$ cat src/hw/rtl/ssrc_pkg.sv
`timescale 1ns / 1ps
// ----------------------------------------------------------------------------
// ssrc_pkg
// Shared types and codes for the supply set-point / read-back controller.
// ----------------------------------------------------------------------------
package ssrc_pkg;

  // Default host packet length in bytes
  localparam int unsigned PacketBytesDef = 5;

  // Result queue depth
  localparam int unsigned FifoDepth = 4;

  // Input event codes (carried on s_axis_tuser)
  localparam logic [2:0] OP_SEL_FALL = 3'd0;
  localparam logic [2:0] OP_SER_BYTE = 3'd1;
  localparam logic [2:0] OP_SEL_RISE = 3'd2;
  localparam logic [2:0] OP_BUS_DONE = 3'd3;
  localparam logic [2:0] OP_TICK     = 3'd4;

  // Result kind codes (carried on m_axis_tuser)
  localparam logic [1:0] KIND_REPLY   = 2'd0;
  localparam logic [1:0] KIND_DAC     = 2'd1;
  localparam logic [1:0] KIND_SEL_WR  = 2'd2;
  localparam logic [1:0] KIND_RD_REQ  = 2'd3;

  // Configuration register indexes
  localparam logic [2:0] REG_WR_CODE  = 3'd0;
  localparam logic [2:0] REG_V_SEL    = 3'd1;
  localparam logic [2:0] REG_C_SEL    = 3'd2;
  localparam logic [2:0] REG_HI_MASK  = 3'd3;
  localparam logic [2:0] REG_DLY      = 3'd4;

  // Converter command word bits
  localparam logic [15:0] DAC_CH_B_SEL = 16'h8000;
  localparam logic [15:0] DAC_ACTIVE   = 16'h2000;
  localparam logic [15:0] DAC_ENABLE   = 16'h1000;

  // Mask on the set-point high byte
  localparam logic [7:0] SETPT_HI_MASK = 8'h0F;

  // Delay counter saturation value
  localparam logic [7:0] DLY_MAX = 8'hFF;

  // Configuration registers
  typedef struct packed {
    logic [7:0] wr_code;
    logic [7:0] v_sel;
    logic [7:0] c_sel;
    logic [7:0] hi_mask;
    logic [7:0] dly_ticks;
  } cfg_t;

  // One input item
  typedef struct packed {
    logic [2:0] op;
    logic [7:0] serial_byte;
    logic       bus_error;
    logic [7:0] read_high_byte;
    logic [7:0] read_low_byte;
  } item_t;

  // One result item
  typedef struct packed {
    logic [1:0]  out_kind;
    logic [7:0]  out_byte;
    logic [15:0] dac_word;
    logic        dac_latch;
    logic        last;
  } res_t;

  // Results pushed into the queue in one cycle (0, 1 or 2)
  typedef struct packed {
    logic [1:0] num;
    res_t       first;
    res_t       second;
  } res_push_t;

endpackage

$ cat src/hw/rtl/ssrc_core.sv
`timescale 1ns / 1ps
// ----------------------------------------------------------------------------
// ssrc_core
// Controller state and result generation; one input item handled per fire.
// ----------------------------------------------------------------------------
module ssrc_core import ssrc_pkg::*; #(
  parameter int unsigned PACKET_BYTES = PacketBytesDef
) (
  input  logic      clk_i,
  input  logic      rst_ni,
  input  logic      fire_i,
  input  item_t     item_i,
  input  cfg_t      cfg_i,
  output res_push_t push_o
);

  localparam int unsigned CntW = $clog2(PACKET_BYTES + 1);
  localparam int unsigned IdxW = $clog2(PACKET_BYTES);
  localparam logic [CntW-1:0] PktFull = CntW'(PACKET_BYTES);
  localparam logic [CntW-1:0] SnapCnt = CntW'(4);

  // Converter sequence codes
  localparam logic [2:0] SEQ_WR_V   = 3'd0;
  localparam logic [2:0] SEQ_WT_V   = 3'd1;
  localparam logic [2:0] SEQ_RD_V   = 3'd2;
  localparam logic [2:0] SEQ_WR_C   = 3'd3;
  localparam logic [2:0] SEQ_WT_C   = 3'd4;
  localparam logic [2:0] SEQ_RD_C   = 3'd5;
  localparam logic [2:0] SEQ_UNINIT = 3'd6;

  logic [7:0]      rx_q [PACKET_BYTES];
  logic            rx_we;
  logic [CntW-1:0] cnt_q, cnt_d;
  logic [7:0]      snap_q [4];
  logic            snap_we;
  logic [11:0]     vsp_q, vsp_d, csp_q, csp_d;
  logic [15:0]     vrd_q, vrd_d, crd_q, crd_d;
  logic [2:0]      seq_q, seq_d;
  logic [7:0]      dly_q, dly_d, dly_inc;
  logic [15:0]     rd_val;
  logic            pkt_ok;

  assign rd_val  = {item_i.read_high_byte & cfg_i.hi_mask, item_i.read_low_byte};
  assign dly_inc = (dly_q == DLY_MAX) ? dly_q : dly_q + 8'd1;
  assign pkt_ok  = (cnt_q == PktFull);

  // Event decode and next state
  always_comb begin
    cnt_d   = cnt_q;
    vsp_d   = vsp_q;
    csp_d   = csp_q;
    vrd_d   = vrd_q;
    crd_d   = crd_q;
    seq_d   = seq_q;
    dly_d   = dly_q;
    rx_we   = 1'b0;
    snap_we = 1'b0;
    push_o  = '0;
    if (fire_i) begin
      unique case (item_i.op)
        OP_SEL_FALL: begin
          cnt_d   = '0;
          snap_we = 1'b1;
        end
        OP_SER_BYTE: begin
          if (cnt_q < PktFull) begin
            rx_we                 = 1'b1;
            cnt_d                 = cnt_q + CntW'(1);
            push_o.num            = 2'd1;
            push_o.first.out_kind = KIND_REPLY;
            push_o.first.out_byte = (cnt_q < SnapCnt) ? snap_q[cnt_q[1:0]] : 8'h00;
            push_o.first.last     = 1'b1;
          end
        end
        OP_SEL_RISE: begin
          if (rx_q[0] == cfg_i.wr_code) begin
            if (pkt_ok) begin
              vsp_d = {rx_q[1][3:0] & SETPT_HI_MASK[3:0], rx_q[2]};
              csp_d = {rx_q[3][3:0] & SETPT_HI_MASK[3:0], rx_q[4]};
            end
            // Enable bits are crossed between the two channels
            push_o.num             = 2'd2;
            push_o.first.out_kind  = KIND_DAC;
            push_o.first.dac_word  = DAC_CH_B_SEL | DAC_ACTIVE |
                                     ((csp_d != '0) ? DAC_ENABLE : '0) |
                                     {4'h0, vsp_d};
            push_o.second.out_kind  = KIND_DAC;
            push_o.second.dac_word  = DAC_ACTIVE |
                                      ((vsp_d != '0) ? DAC_ENABLE : '0) |
                                      {4'h0, csp_d};
            push_o.second.dac_latch = 1'b1;
            push_o.second.last      = 1'b1;
          end
        end
        OP_BUS_DONE: begin
          priority if (seq_q == SEQ_WR_V || seq_q == SEQ_WR_C) begin
            if (item_i.bus_error) begin
              seq_d = SEQ_UNINIT;
            end else begin
              dly_d = '0;
              seq_d = (seq_q == SEQ_WR_V) ? SEQ_WT_V : SEQ_WT_C;
            end
          end else if (seq_q == SEQ_RD_V || seq_q == SEQ_RD_C) begin
            if (item_i.bus_error) begin
              seq_d = SEQ_UNINIT;
            end else begin
              push_o.num            = 2'd1;
              push_o.first.out_kind = KIND_SEL_WR;
              push_o.first.last     = 1'b1;
              if (seq_q == SEQ_RD_V) begin
                vrd_d                 = rd_val;
                seq_d                 = SEQ_WR_C;
                push_o.first.out_byte = cfg_i.c_sel;
              end else begin
                crd_d                 = rd_val;
                seq_d                 = SEQ_WR_V;
                push_o.first.out_byte = cfg_i.v_sel;
              end
            end
          end else begin
          end
        end
        OP_TICK: begin
          priority if (seq_q == SEQ_UNINIT) begin
            seq_d                 = SEQ_WR_V;
            push_o.num            = 2'd1;
            push_o.first.out_kind = KIND_SEL_WR;
            push_o.first.out_byte = cfg_i.v_sel;
            push_o.first.last     = 1'b1;
          end else if (seq_q == SEQ_WT_V || seq_q == SEQ_WT_C) begin
            dly_d = dly_inc;
            if (dly_inc >= cfg_i.dly_ticks) begin
              seq_d                 = (seq_q == SEQ_WT_V) ? SEQ_RD_V : SEQ_RD_C;
              push_o.num            = 2'd1;
              push_o.first.out_kind = KIND_RD_REQ;
              push_o.first.last     = 1'b1;
            end
          end else begin
          end
        end
        default: begin
        end
      endcase
    end
  end

  // Packet and snapshot storage
  always_ff @(posedge clk_i or negedge rst_ni) begin
    if (!rst_ni) begin
      for (int k = 0; k < PACKET_BYTES; k++) rx_q[k] <= '0;
      for (int k = 0; k < 4; k++) snap_q[k] <= '0;
    end else begin
      if (rx_we) rx_q[cnt_q[IdxW-1:0]] <= item_i.serial_byte;
      if (snap_we) begin
        snap_q[0] <= vrd_q[15:8];
        snap_q[1] <= vrd_q[7:0];
        snap_q[2] <= crd_q[15:8];
        snap_q[3] <= crd_q[7:0];
      end
    end
  end

  // Control and value registers
  always_ff @(posedge clk_i or negedge rst_ni) begin
    if (!rst_ni) begin
      cnt_q <= '0;
      vsp_q <= '0;
      csp_q <= '0;
      vrd_q <= '0;
      crd_q <= '0;
      seq_q <= SEQ_UNINIT;
      dly_q <= '0;
    end else begin
      cnt_q <= cnt_d;
      vsp_q <= vsp_d;
      csp_q <= csp_d;
      vrd_q <= vrd_d;
      crd_q <= crd_d;
      seq_q <= seq_d;
      dly_q <= dly_d;
    end
  end

endmodule

$ cat src/hw/rtl/ssrc_out_fifo.sv
`timescale 1ns / 1ps
// ----------------------------------------------------------------------------
// ssrc_out_fifo
// Four-entry result queue; takes up to two results a cycle, sends one while the output side is ready.
// ----------------------------------------------------------------------------
module ssrc_out_fifo import ssrc_pkg::*; (
  input  logic      clk_i,
  input  logic      rst_ni,
  input  res_push_t push_i,
  output logic      space_o,
  output logic      valid_o,
  input  logic      ready_i,
  output res_t      head_o
);

  res_t       mem_q [FifoDepth];
  logic [1:0] wr_ptr_q, rd_ptr_q;
  logic [2:0] cnt_q;
  logic       pop;

  assign pop     = valid_o && ready_i;
  assign valid_o = (cnt_q != 3'd0);
  assign head_o  = mem_q[rd_ptr_q];
  // Room for two more regardless of the output side
  assign space_o = (cnt_q <= 3'd2);

  // Entry storage
  always_ff @(posedge clk_i) begin
    if (push_i.num != 2'd0) mem_q[wr_ptr_q] <= push_i.first;
    if (push_i.num == 2'd2) mem_q[wr_ptr_q + 2'd1] <= push_i.second;
  end

  // Pointers and fill count
  always_ff @(posedge clk_i or negedge rst_ni) begin
    if (!rst_ni) begin
      wr_ptr_q <= '0;
      rd_ptr_q <= '0;
      cnt_q    <= '0;
    end else begin
      wr_ptr_q <= wr_ptr_q + push_i.num;
      if (pop) rd_ptr_q <= rd_ptr_q + 2'd1;
      cnt_q <= cnt_q + {1'b0, push_i.num} - {2'b00, pop};
    end
  end

`ifndef SYNTH
  a_cnt_bound: assert property (@(posedge clk_i) disable iff (!rst_ni)
    cnt_q <= 3'd4) else $error("result queue count overflow");

  a_push_room: assert property (@(posedge clk_i) disable iff (!rst_ni)
    (push_i.num != 2'd0) |-> (cnt_q <= 3'd2)) else $error("push without room");

  a_pop_only: assert property (@(posedge clk_i) disable iff (!rst_ni)
    (pop && push_i.num == 2'd0) |=> (cnt_q == $past(cnt_q) - 3'd1))
    else $error("count did not drop on pop");
`endif

endmodule

$ cat src/hw/rtl/supply_setpoint_readback_controller_top.sv
`timescale 1ns / 1ps
// ----------------------------------------------------------------------------
// supply_setpoint_readback_controller_top
// Host packet handling, set-point converter words and read-back sequencing.
// ----------------------------------------------------------------------------
// One input item is accepted every cycle while the result queue has room for
// two; an item goes from the input register through the control logic into a
// four-entry result queue, and its first result is offered once it has been
// written into the queue. A select rise with the set-point code yields two
// results, which leave one per cycle while the result side is ready, so a
// steady run of those is held back by the queue; every other event yields
// at most one result.
module supply_setpoint_readback_controller_top import ssrc_pkg::*; #(
  parameter int unsigned PACKET_BYTES = PacketBytesDef
) (
  input  logic        clk_i,
  input  logic        rst_ni,
  // Input items
  input  logic        s_axis_tvalid,
  output logic        s_axis_tready,
  // [7:0] serial_byte, [8] bus_error, [16:9] read_high_byte,
  // [24:17] read_low_byte, [31:25] zero
  input  logic [31:0] s_axis_tdata,
  // [2:0] op
  input  logic [2:0]  s_axis_tuser,
  // Result items
  output logic        m_axis_tvalid,
  input  logic        m_axis_tready,
  // [7:0] out_byte, [23:8] dac_word, [24] dac_latch, [31:25] zero
  output logic [31:0] m_axis_tdata,
  // [1:0] out_kind
  output logic [1:0]  m_axis_tuser,
  output logic        m_axis_tlast,
  // Configuration writes
  input  logic        cfg_valid_i,
  output logic        cfg_ready_o,
  input  logic [2:0]  cfg_addr_i,
  input  logic [7:0]  cfg_data_i
);

  logic      in_valid_q;
  item_t     in_item_q;
  logic      fire;
  logic      space;
  cfg_t      cfg_q;
  res_push_t push;
  res_t      head;

  // Input register
  assign fire          = in_valid_q && space;
  assign s_axis_tready = !in_valid_q || space;

  always_ff @(posedge clk_i or negedge rst_ni) begin
    if (!rst_ni) begin
      in_valid_q <= 1'b0;
    end else if (s_axis_tready) begin
      in_valid_q <= s_axis_tvalid;
    end
  end

  always_ff @(posedge clk_i) begin
    if (s_axis_tvalid && s_axis_tready) begin
      in_item_q.op             <= s_axis_tuser;
      in_item_q.serial_byte    <= s_axis_tdata[7:0];
      in_item_q.bus_error      <= s_axis_tdata[8];
      in_item_q.read_high_byte <= s_axis_tdata[16:9];
      in_item_q.read_low_byte  <= s_axis_tdata[24:17];
    end
  end

  // Configuration registers
  assign cfg_ready_o = 1'b1;

  always_ff @(posedge clk_i or negedge rst_ni) begin
    if (!rst_ni) begin
      cfg_q.wr_code   <= 8'd1;
      cfg_q.v_sel     <= 8'd0;
      cfg_q.c_sel     <= 8'd0;
      cfg_q.hi_mask   <= 8'd15;
      cfg_q.dly_ticks <= 8'd1;
    end else if (cfg_valid_i && cfg_ready_o) begin
      unique case (cfg_addr_i)
        REG_WR_CODE: cfg_q.wr_code   <= cfg_data_i;
        REG_V_SEL:   cfg_q.v_sel     <= cfg_data_i;
        REG_C_SEL:   cfg_q.c_sel     <= cfg_data_i;
        REG_HI_MASK: cfg_q.hi_mask   <= cfg_data_i;
        REG_DLY:     cfg_q.dly_ticks <= cfg_data_i;
        default: begin
        end
      endcase
    end
  end

  ssrc_core #(
    .PACKET_BYTES(PACKET_BYTES)
  ) u_core (
    .clk_i  (clk_i),
    .rst_ni (rst_ni),
    .fire_i (fire),
    .item_i (in_item_q),
    .cfg_i  (cfg_q),
    .push_o (push)
  );

  ssrc_out_fifo u_fifo (
    .clk_i   (clk_i),
    .rst_ni  (rst_ni),
    .push_i  (push),
    .space_o (space),
    .valid_o (m_axis_tvalid),
    .ready_i (m_axis_tready),
    .head_o  (head)
  );

  // Result packing
  assign m_axis_tdata = {7'd0, head.dac_latch, head.dac_word, head.out_byte};
  assign m_axis_tuser = head.out_kind;
  assign m_axis_tlast = head.last;

endmodule

$ cat config.mk
export PLATFORM = sky130hd
export DESIGN_NAME = supply_setpoint_readback_controller_top
export DESIGN_NICKNAME = d
export VERILOG_FILES = /design/src/hw/rtl/ssrc_pkg.sv /design/src/hw/rtl/ssrc_core.sv /design/src/hw/rtl/ssrc_out_fifo.sv /design/src/hw/rtl/supply_setpoint_readback_controller_top.sv
export SDC_FILE = /design/constraint.sdc
export NUM_CORES = 1
export LEC_CHECK = 0
export BUFFER_PORTS_ARGS = -buffer_cell sky130_fd_sc_hd__clkbuf_2
export CORE_ASPECT_RATIO = 0.75
export CORE_UTILIZATION = 45
export DETAILED_ROUTE_END_ITERATION = 6
export GPL_ROUTABILITY_DRIVEN = 1
export HOLD_SLACK_MARGIN = 0.08
export PLACE_DENSITY = 0.65
export SYNTH_ARGS = -nofsm -noshare
export SYNTH_HDL_FRONTEND = slang
export SYNTH_HIERARCHICAL = 1
export SYNTH_SLANG_ARGS = --single-unit
$ cat constraint.sdc
create_clock -name clk_i -period 10.7 [get_ports clk_i]
set_input_delay 0.535 -clock clk_i [delete_from_list [all_inputs] [get_ports clk_i]]
set_output_delay 0.535 -clock clk_i [all_outputs]
set_load 0.05 [all_outputs]
==> reports/qor.yml, run 1 <==
yosysTopAreaCellShare_pct: 28.19
grt_usage_pct: 19.51
path_delay_family: "simple AND/OR/NAND/NOR gates"
crit_chain: "ha_1 -> and3_1 -> nand3_1 -> mux2_2 -> ha_1 -> o21ai_0 -> a221oi_1 -> o21ai_0 -> a21oi_1 -> nand4b_1 -> buf_4 -> o21ai_2 -> buf_4"
ys_warn_count: 6
syn2layout_area_growth_pct: 10.97
synth_top_cells_by_count: "204 x mux2_2, 174 x dfrtp_1, 140 x edfxtp_1, 82 x nand2_1, 53 x mux2_4"
dp_hpwl_um: 21330
synth_simple_gate_area_share_pct: 7.071
yosys.area_share.xor_xnor_pct: 1.021
synth_async_sr_flop_share_pct: 56.52
worst_path_largest_cell_delay_ns: 0.93
layout-drive-gt1-share_pct: 40.19
drc: 0
fin_nets: 1188
cp.required_ns: 10.90
routed_wl_um: 32990
cp.arrival_ns: 5.72
post_dp_cell_area_sq_um: 16060
finalSetupViolCount: 0
crit_type: "flip-flop to flip-flop"
worstPathMaxFanout: 15
slowest_stage: "nand4b_1"
post-place-ws_ns: 5.179
syn_area_sq_um: 15450
run_status: "complete, no violations"
ctsResizeCount: 0
rows: 58
period_share_pct: 51.57
ys_types: 72
yosys.area_share.adder_pct: 1.345
grt_max_degree: 109
antenna_found_initial: 0
fmax_mhz: 181.2
yosysTopAreaCell: "dfrtp_1"
io_pins: 89
rsz0062_at_grt: "no"
first_pass_iters: 5
dieArea_sq_um: 35080
start_util_pct: 45.88
drv_slew: 0
clkLatencyLatePin_ns: 0.54
worst_slack_ns: 5.182
grt_overflow: 0
stdcell_area_sq_um: 17140
clock-sinks: 322
synth_seq_cells: 322
synth_most_common_cell: "mux2_2"
placed_cells_incl_taps: 1535
synth_area_leaders: "dfrtp_1 28%, edfxtp_1 27%, mux2_2 15%"
routedWlPerCell_um: 20.65
die_h_um: 162.5
powerDensity_nw_per_um2: 208.6
clk_pin_slew_ns: 0.06
synth_edf_count: 140
portBuffers: 73
clock_skew_ns: 0.02727
coreArea_sq_um: 33670
p_leak_nw: 7.037
vias_per_cell: 5.507
worst_pin_slew_ns: 1.110
synth_top_family_by_area: "multiplexers"
ir_drop_mv: 0.1134
routabilityCongestion: 0.8161
min_path_type: "primary input to async pin"
min_period_ns: 5.518
ys.flop_type: "dfrtp_1"
maxCapViolations: 0
netlist_instances: 1058
htreeDepth: 2
start_kind: "flip-flop"
antennaDiodeCount: 0
synth-seq-area-share_pct: 56.76
vias: 8795
numCtsBuffers: 34
fillCellCount: 2875
syn_area_per_cell_sq_um: 14.60
ant_nets: 0
grt_pass1_wl_um: 52470
crit_buf_inv: 2
hold_viol: 0
cp-end-kind: "flip-flop"
cts_tree: "yes"
finalNonFillerCells: 1597
fin_setup_tns_ns: 0
first_global_vias: 8904
cts_hold_buf: 0
first_iter_violations: 624
muxShareOfSynthArea_pct: 25.54
dieWidth_um: 215.9
slew-limit-headroom_pct: 26.00
cts_setup_buffers: 0
root_buffer: "clkbuf_16"
clock_path_buffers: 3
synth_compound_area_share_pct: 4.066
==> metrics by stage <==
step	util (%)	total power, mW	hold slack, ns
floorplan	-	2.234	0.2394
global placement	47.68	2.444	0.4577
detailed placement	47.68	2.461	0.4651
CTS	50.91	3.622	0.1458
global route	50.91	3.751	0.1503
finish	50.91	3.576	0.1477
==> final cells by class <==
cell class | instances | area, sq um | area share (%)
multi-input combinational | 652 | 6147 | 35.86
inverter | 22 | 82.58 | 0.4818
clock buffer | 55 | 1031 | 6.015
timing repair buffer | 89 | 491.7 | 2.869
clock inverter | 7 | 55.05 | 0.3212
tap | 450 | 563.0 | 3.285
sequential | 322 | 8771 | 51.17
==> path summary, 6_finish.rpt <==
| kind | startpoint | endpoint | slack (ns) | depth (start not counted) |
|---|---|---|---|---|
| worst max-delay path | u_core/dly_q[0]$_DFFE_PN0P_ | u_fifo/mem_q[0][20]$_DFFE_PP_ | 5.18 | 13 |
| worst min-delay path | rst_ni | u_core/crd_q[1]$_DFFE_PN0P_ | 0.15 | 1 |
| worst max register to register | u_core/dly_q[0]$_DFFE_PN0P_ | u_fifo/mem_q[0][20]$_DFFE_PP_ | 5.18 | 13 |
| worst min register to register | u_core/crd_q[10]$_DFFE_PN0P_ | u_core/crd_q[10]$_DFFE_PN0P_ | 0.47 | 2 |
| max in group asynchronous | rst_ni | u_core/vsp_q[3]$_DFFE_PN0P_ | 9.01 | 2 |
| min in group clk_i | s_axis_tdata[9] | in_item_q[8]$_DFFE_PP_ | 0.17 | 1 |
==> placed cells by master (no fill, tap or decap), types with 7 or more instances in the layout <==
master / n
a222oi_1: 9
inv_1: 21
dfrtp_1: 172
clkbuf_1: 12
clkbuf_16: 35
clkbuf_2: 72
nand2_1: 82
nand3_1: 10
buf_4: 16
ha_1: 15
clkbuf_8: 8
o21ai_0: 24
xnor2_1: 10
conb_1: 21
nor4_1: 13
a21oi_1: 40
mux2_2: 204
mux2_4: 53
dfstp_2: 8
mux2i_1: 12
xor2_1: 8
mux4_2: 31
edfxtp_1: 140
nor2_1: 19
nand4_1: 7
==> sequential cells by signal, indices dropped and copies added, names as in the netlist <==
| name | count |
|---|---|
| u_fifo/wr_ptr_q | 2 |
| u_core/csp_q | 12 |
| u_core/rx_q | 32 |
| u_fifo/mem_q | 112 |
| u_core/vsp_q | 12 |
| u_core/snap_q | 32 |
| cfg_q | 40 |
| u_core/crd_q | 16 |
| u_fifo/rd_ptr_q | 2 |
| u_fifo/cnt_q | 3 |
| u_core/dly_q | 8 |
| in_item_q | 28 |
| u_core/vrd_q | 16 |
| u_core/cnt_q | 3 |
| u_core/seq_q | 3 |
| in_valid_q | 1 |
==> cell families after synthesis <==
group                      Yosys count
AOI/OAI and AO/OA                  102
xor gates and xnor gates            18
adders and majority gates           16
buffers and inverters              102
DFF                                322
muxes                              303
other                                3
and+or+nand+nor                    192
==> power breakdown <==
group | leakage, nW | total (mW) | switching [mW] | internal [mW]
sequential | 3.67 | 1.65 | 0.199 | 1.46
clock | 0.535 | 1.15 | 0.484 | 0.665
combinational | 2.83 | 0.774 | 0.463 | 0.311
total | 7.04 | 3.58 | 1.15 | 2.43
==> routing by layer <==
metal | vias to the layer above | global-route usage (%) | wire length [um]
met5 | - | 0 | 0
met4 | 0 | 4.449 | 444
met3 | 36 | 2.951 | 1258
met2 | 154 | 31.45 | 15560
met1 | 4564 | 27.97 | 15730
li1 | 4041 | - | -
No activity file was read; power rests on OpenSTA's default activity.
==> inputs of run 2 (changes only) <==
--- a/config.mk
+++ b/config.mk
@@ -5,13 +5,14 @@
 export SDC_FILE = /design/constraint.sdc
 export NUM_CORES = 1
 export LEC_CHECK = 0
+export ABC_AREA = 1
 export BUFFER_PORTS_ARGS = -buffer_cell sky130_fd_sc_hd__clkbuf_2
 export CORE_ASPECT_RATIO = 0.75
 export CORE_UTILIZATION = 45
 export DETAILED_ROUTE_END_ITERATION = 6
 export GPL_ROUTABILITY_DRIVEN = 1
 export HOLD_SLACK_MARGIN = 0.08
-export PLACE_DENSITY = 0.65
+export PLACE_DENSITY = 0.67
 export SYNTH_ARGS = -nofsm -noshare
 export SYNTH_HDL_FRONTEND = slang
 export SYNTH_HIERARCHICAL = 1
==> constraint.sdc (replaced) <==
create_clock -name clk_i -period 4.97 [get_ports clk_i]
set_input_delay 0.2485 -clock clk_i [delete_from_list [all_inputs] [get_ports clk_i]]
set_output_delay 0.2485 -clock clk_i [all_outputs]
set_load 0.05 [all_outputs]
==> run 2 against run 1 <==
Against the previous run:
- the run now ends with design-rule violations left
- final area up 5.6%
- count of clock-buffer cells in the layout down 5
- utilization up 1.0 points
- final cell count up 53%
- maximum frequency up 27%
- highest routed layer unchanged
- via count up 44%
- wire length up 18%
- power up 140%
- clock skew about the same
- die area up 3.7%
==> reports/qor.yml, run 2 <==
synth_simple_gate_area_share_pct: 26.20  # was 7.071%
routabilityCongestion: 0.8557  # was 0.8161
drv_slew: 0  # unchanged
dieWidth_um: 220.0  # was 215.9 um
cts_tree: "yes"  # unchanged
largest_reg_flops: 112  # unchanged
coreArea_sq_um: 34840  # was 33670 sq um
maxCapViolations: 0  # unchanged
powerDensity_nw_per_um2: 480.6  # was 208.6 nW/um^2
netlist_instances: 1888  # was 1058
htreeDepth: 2  # unchanged
cp-end-kind: "flip-flop"  # unchanged
fin_setup_tns_ns: 0  # unchanged
busiest_layer: "met2"  # unchanged
synth_seq_cells: 322  # unchanged
yosys.area_share.adder_pct: 1.295  # was 1.345%
clock_path_buffers: 3  # unchanged
ys_warn_count: 6  # unchanged
vias: 12650  # was 8795
r2r_slack_ns: 0.61  # was 5.18 ns
cts_setup_buffers: 0  # unchanged
yosysTopAreaCellShare_pct: 27.16  # was 28.19%
crit_type: "flip-flop to flip-flop"  # unchanged
run_status: "finished with violations"  # was complete, no violations
slew-limit-headroom_pct: 18.46  # was 26.00%
period_share_pct: 87.76  # was 51.57%
syn_area_per_cell_sq_um: 8.492  # was 14.60 sq um
clock-sinks: 322  # unchanged
layout-drive-gt1-share_pct: 12.60  # was 40.19%
r2r_start: "u_core/dly_q[0]$_DFFE_PN0P_"  # unchanged
rsz0062_at_grt: "no"  # unchanged
synth_async_sr_flop_share_pct: 56.52  # unchanged
met3_usage_pct: 3.498  # was 2.951%
cp.arrival_ns: 4.59  # was 5.72 ns
endpoint: "u_fifo/mem_q[3][9]$_DFFE_PP_"  # was u_fifo/mem_q[0][20]$_DFFE_PP_
reg_top3: "u_fifo/mem_q (112), cfg_q (40)"  # unchanged
p_leak_nw: 8.626  # was 7.037 nW
ys_types: 42  # was 72
antenna_found_initial: 0  # unchanged
dp_hpwl_um: 24690  # was 21330 um
start_util_pct: 46.01  # was 45.88%
synth_compound_area_share_pct: 8.639  # was 4.066%
routed_wl_um: 38910  # was 32990 um
clock_skew_ns: 0.02761  # was 0.02727 ns
grt_max_degree: 95  # was 109
synth_area_leaders: "dfrtp_1 27%, edfxtp_1 26%, nand2_1 15%"  # was dfrtp_1 28%, edfxtp_1 27%, mux2_2 15%
use_met2_pct: 35.42  # was 31.45%
grt_overflow: 0  # unchanged
synth-seq-area-share_pct: 54.69  # was 56.76%
dieArea_sq_um: 36390  # was 35080 sq um
ff2ff_path_depth: 22  # was 13
fmax_mhz: 229.3  # was 181.2 MHz
finalNonFillerCells: 2449  # was 1597
grt_usage_pct: 22.06  # was 19.51%
ys.flop_type: "dfrtp_1"  # unchanged
syn2layout_area_growth_pct: 12.85  # was 10.97%
fin_nets: 2034  # was 1188
r2r-end: "u_fifo/mem_q[3][9]$_DFFE_PP_"  # was u_fifo/mem_q[0][20]$_DFFE_PP_
final_util_pct: 51.93  # was 50.91%
root_buffer: "clkbuf_16"  # unchanged
synth_most_common_cell: "nand2_1"  # was mux2_2
rows: 59  # was 58
portBuffers: 73  # unchanged
clk_pin_slew_ns: 0.06  # about the same
muxShareOfSynthArea_pct: 0.7726  # was 25.54%
first_iter_violations: 1262  # was 624
synth_edf_count: 140  # unchanged
worstSetupStartpoint: "u_core/dly_q[0]$_DFFE_PN0P_"  # unchanged
met1_usage_pct: 31.01  # was 27.97%
worst_pin_slew_ns: 1.223  # was 1.110 ns
syn_area_sq_um: 16030  # was 15450 sq um
placed_cells_incl_taps: 2348  # was 1535
first_global_vias: 12080  # was 8904
finalSetupViolCount: 0  # unchanged
largest_register: "u_fifo/mem_q"  # unchanged
ir_drop_mv: 0.3877  # was 0.1134 mV
die_h_um: 165.5  # was 162.5 um
min_period_ns: 4.362  # was 5.518 ns
cp.required_ns: 5.20  # was 10.90 ns
hold_viol: 0  # unchanged
grt_pass1_wl_um: 62620  # was 52470 um
final_cell_mix: "638 x nand2_1, 173 x dfrtp_1, 161 x nor2_1, 151 x inv_1, 143 x nand3_1"  # was 204 x mux2_2, 172 x dfrtp_1, 140 x edfxtp_1, 82 x nand2_1, 72 x clkbuf_2
numCtsBuffers: 35  # was 34
min_path_type: "primary input to flip-flop"  # was primary input to async pin
yosys.area_share.xor_xnor_pct: 0.3278  # was 1.021%
drc: 4  # was 0
synth_top_family_by_area: "simple AND/OR/NAND/NOR gates"  # was multiplexers
routedWlPerCell_um: 15.89  # was 20.65 um
final_common_cell: "nand2_1"  # was mux2_2
violations: "design-rule violations"
synth_top_cells_by_count: "638 x nand2_1, 174 x dfrtp_1, 164 x nor2_1, 152 x inv_1, 144 x nand3_1"  # was 204 x mux2_2, 174 x dfrtp_1, 140 x edfxtp_1, 82 x nand2_1, 53 x mux2_4
start_kind: "flip-flop"  # unchanged
worstPathMaxFanout: 17  # was 15
antennaDiodeCount: 0  # unchanged
first_pass_iters: 7  # was 5
clkLatencyLatePin_ns: 0.54  # about the same
io_pins: 89  # unchanged
ant_nets: 0  # unchanged
yosysTopAreaCell: "dfrtp_1"  # unchanged
vias_per_cell: 5.164  # was 5.507
==> run 2: changes by cell type in the layout (fill, tap and decap cells not counted), moves of 26 or more <==
cell           previous run  this run
mux2_2                  204        11
o21ai_1                   3        29
nand2_1                  82       638
o21ai_0                  24       118
nor2_1                   19       161
nand3_1                  10       143
mux4_2                   31         0
mux2_4                   53         0
dlygate4sd3_1             0        39
inv_1                    21       151
==> run 2: critical path, stage by stage (launching register included) <==
cell,delay [ns]
dfrtp_1,0.40
ha_1,0.21
nand2_1,0.09
nor3_2,0.25
nand2_2,0.11
nor2_4,0.14
inv_1,0.12
nand2_1,0.09
o21ai_2,0.07
ha_1,0.29
nand2_1,0.05
nor2_1,0.09
nor2_1,0.05
nand2_1,0.05
nand2_1,0.06
nand2_1,0.06
nand3_1,0.13
nand3_1,0.12
nand2_1,0.08
inv_1,0.23
nor2_1,0.10
o21ai_2,0.93
buf_4,0.34
==> run 2: stage by stage <==
stage / area, sq um / power (mW) / hold slack (ns) / setup WS [ns]
after floorplan: 16100 / 5.481 / -0.04709 / 0.2048
after global placement: 16610 / 6.168 / 0.3879 / 0.7188
after detailed placement: 16610 / 6.241 / 0.3889 / 0.6031
after CTS: 18090 / 8.761 / 0.09620 / 0.5871
after global routing: 18090 / 9.215 / 0.1478 / 0.2656
final: 18090 / 8.696 / 0.1106 / 0.6081
==> run 2: where the power goes <==
group          switching (mW)  total [mW]  internal (mW)
Sequential              0.300        3.54           3.24
Combinational            2.00        2.67          0.679
Clock                    1.05        2.48           1.43
==> run 2: what timing repair did <==
| item | 4_1_cts | 5_1_grt |
|---|---|---|
| endpoints found under the setup margin | 0 | 0 |
| hold buffers | 39 | 0 |
| hold endpoints to repair | 144 | 0 |
| gates resized for setup | 0 | 0 |
==> run 2: layer usage <==
metal  up-vias  routed length [um]
met2       406               17790
met4         0                 762
met3        53                2607
li1       6210                   -
met5         -                   0
met1      5978               17750
==> run 2: cells by family after synthesis <==
| kind of cell | after synthesis |
|---|---|
| AND/OR/NAND/NOR | 1003 |
| flip-flops | 322 |
| buffers and inverters | 276 |
| AO/OA/AOI/OAI | 251 |
| adder cells (fa/ha/maj) | 16 |
| multiplexers | 11 |
| XOR/XNOR | 6 |
| other | 3 |
==> run 2: worst min path at each step <==
stage,from,end,cells after the start
after floorplan,rst_ni,cfg_q[12]$_DFFE_PN0P_,0
after global placement,rst_ni,u_core/rx_q[23]$_DFFE_PN0P_,1
after detailed placement,rst_ni,u_core/rx_q[23]$_DFFE_PN0P_,1
after CTS,cfg_valid_i,cfg_q[0]$_DFFE_PN1P_,5
after global routing,cfg_valid_i,cfg_q[0]$_DFFE_PN1P_,5
final,cfg_valid_i,cfg_q[0]$_DFFE_PN1P_,5
==> run 2: area by class of cell <==
cell class	count	area, sq um
clock buffer	50	1016
clock inverter	12	73.82
fill	3185	16750
inverter	167	626.9
multi-input combinational	1308	6091
sequential	322	8770
tap	457	571.8
timing repair buffer	133	944.7
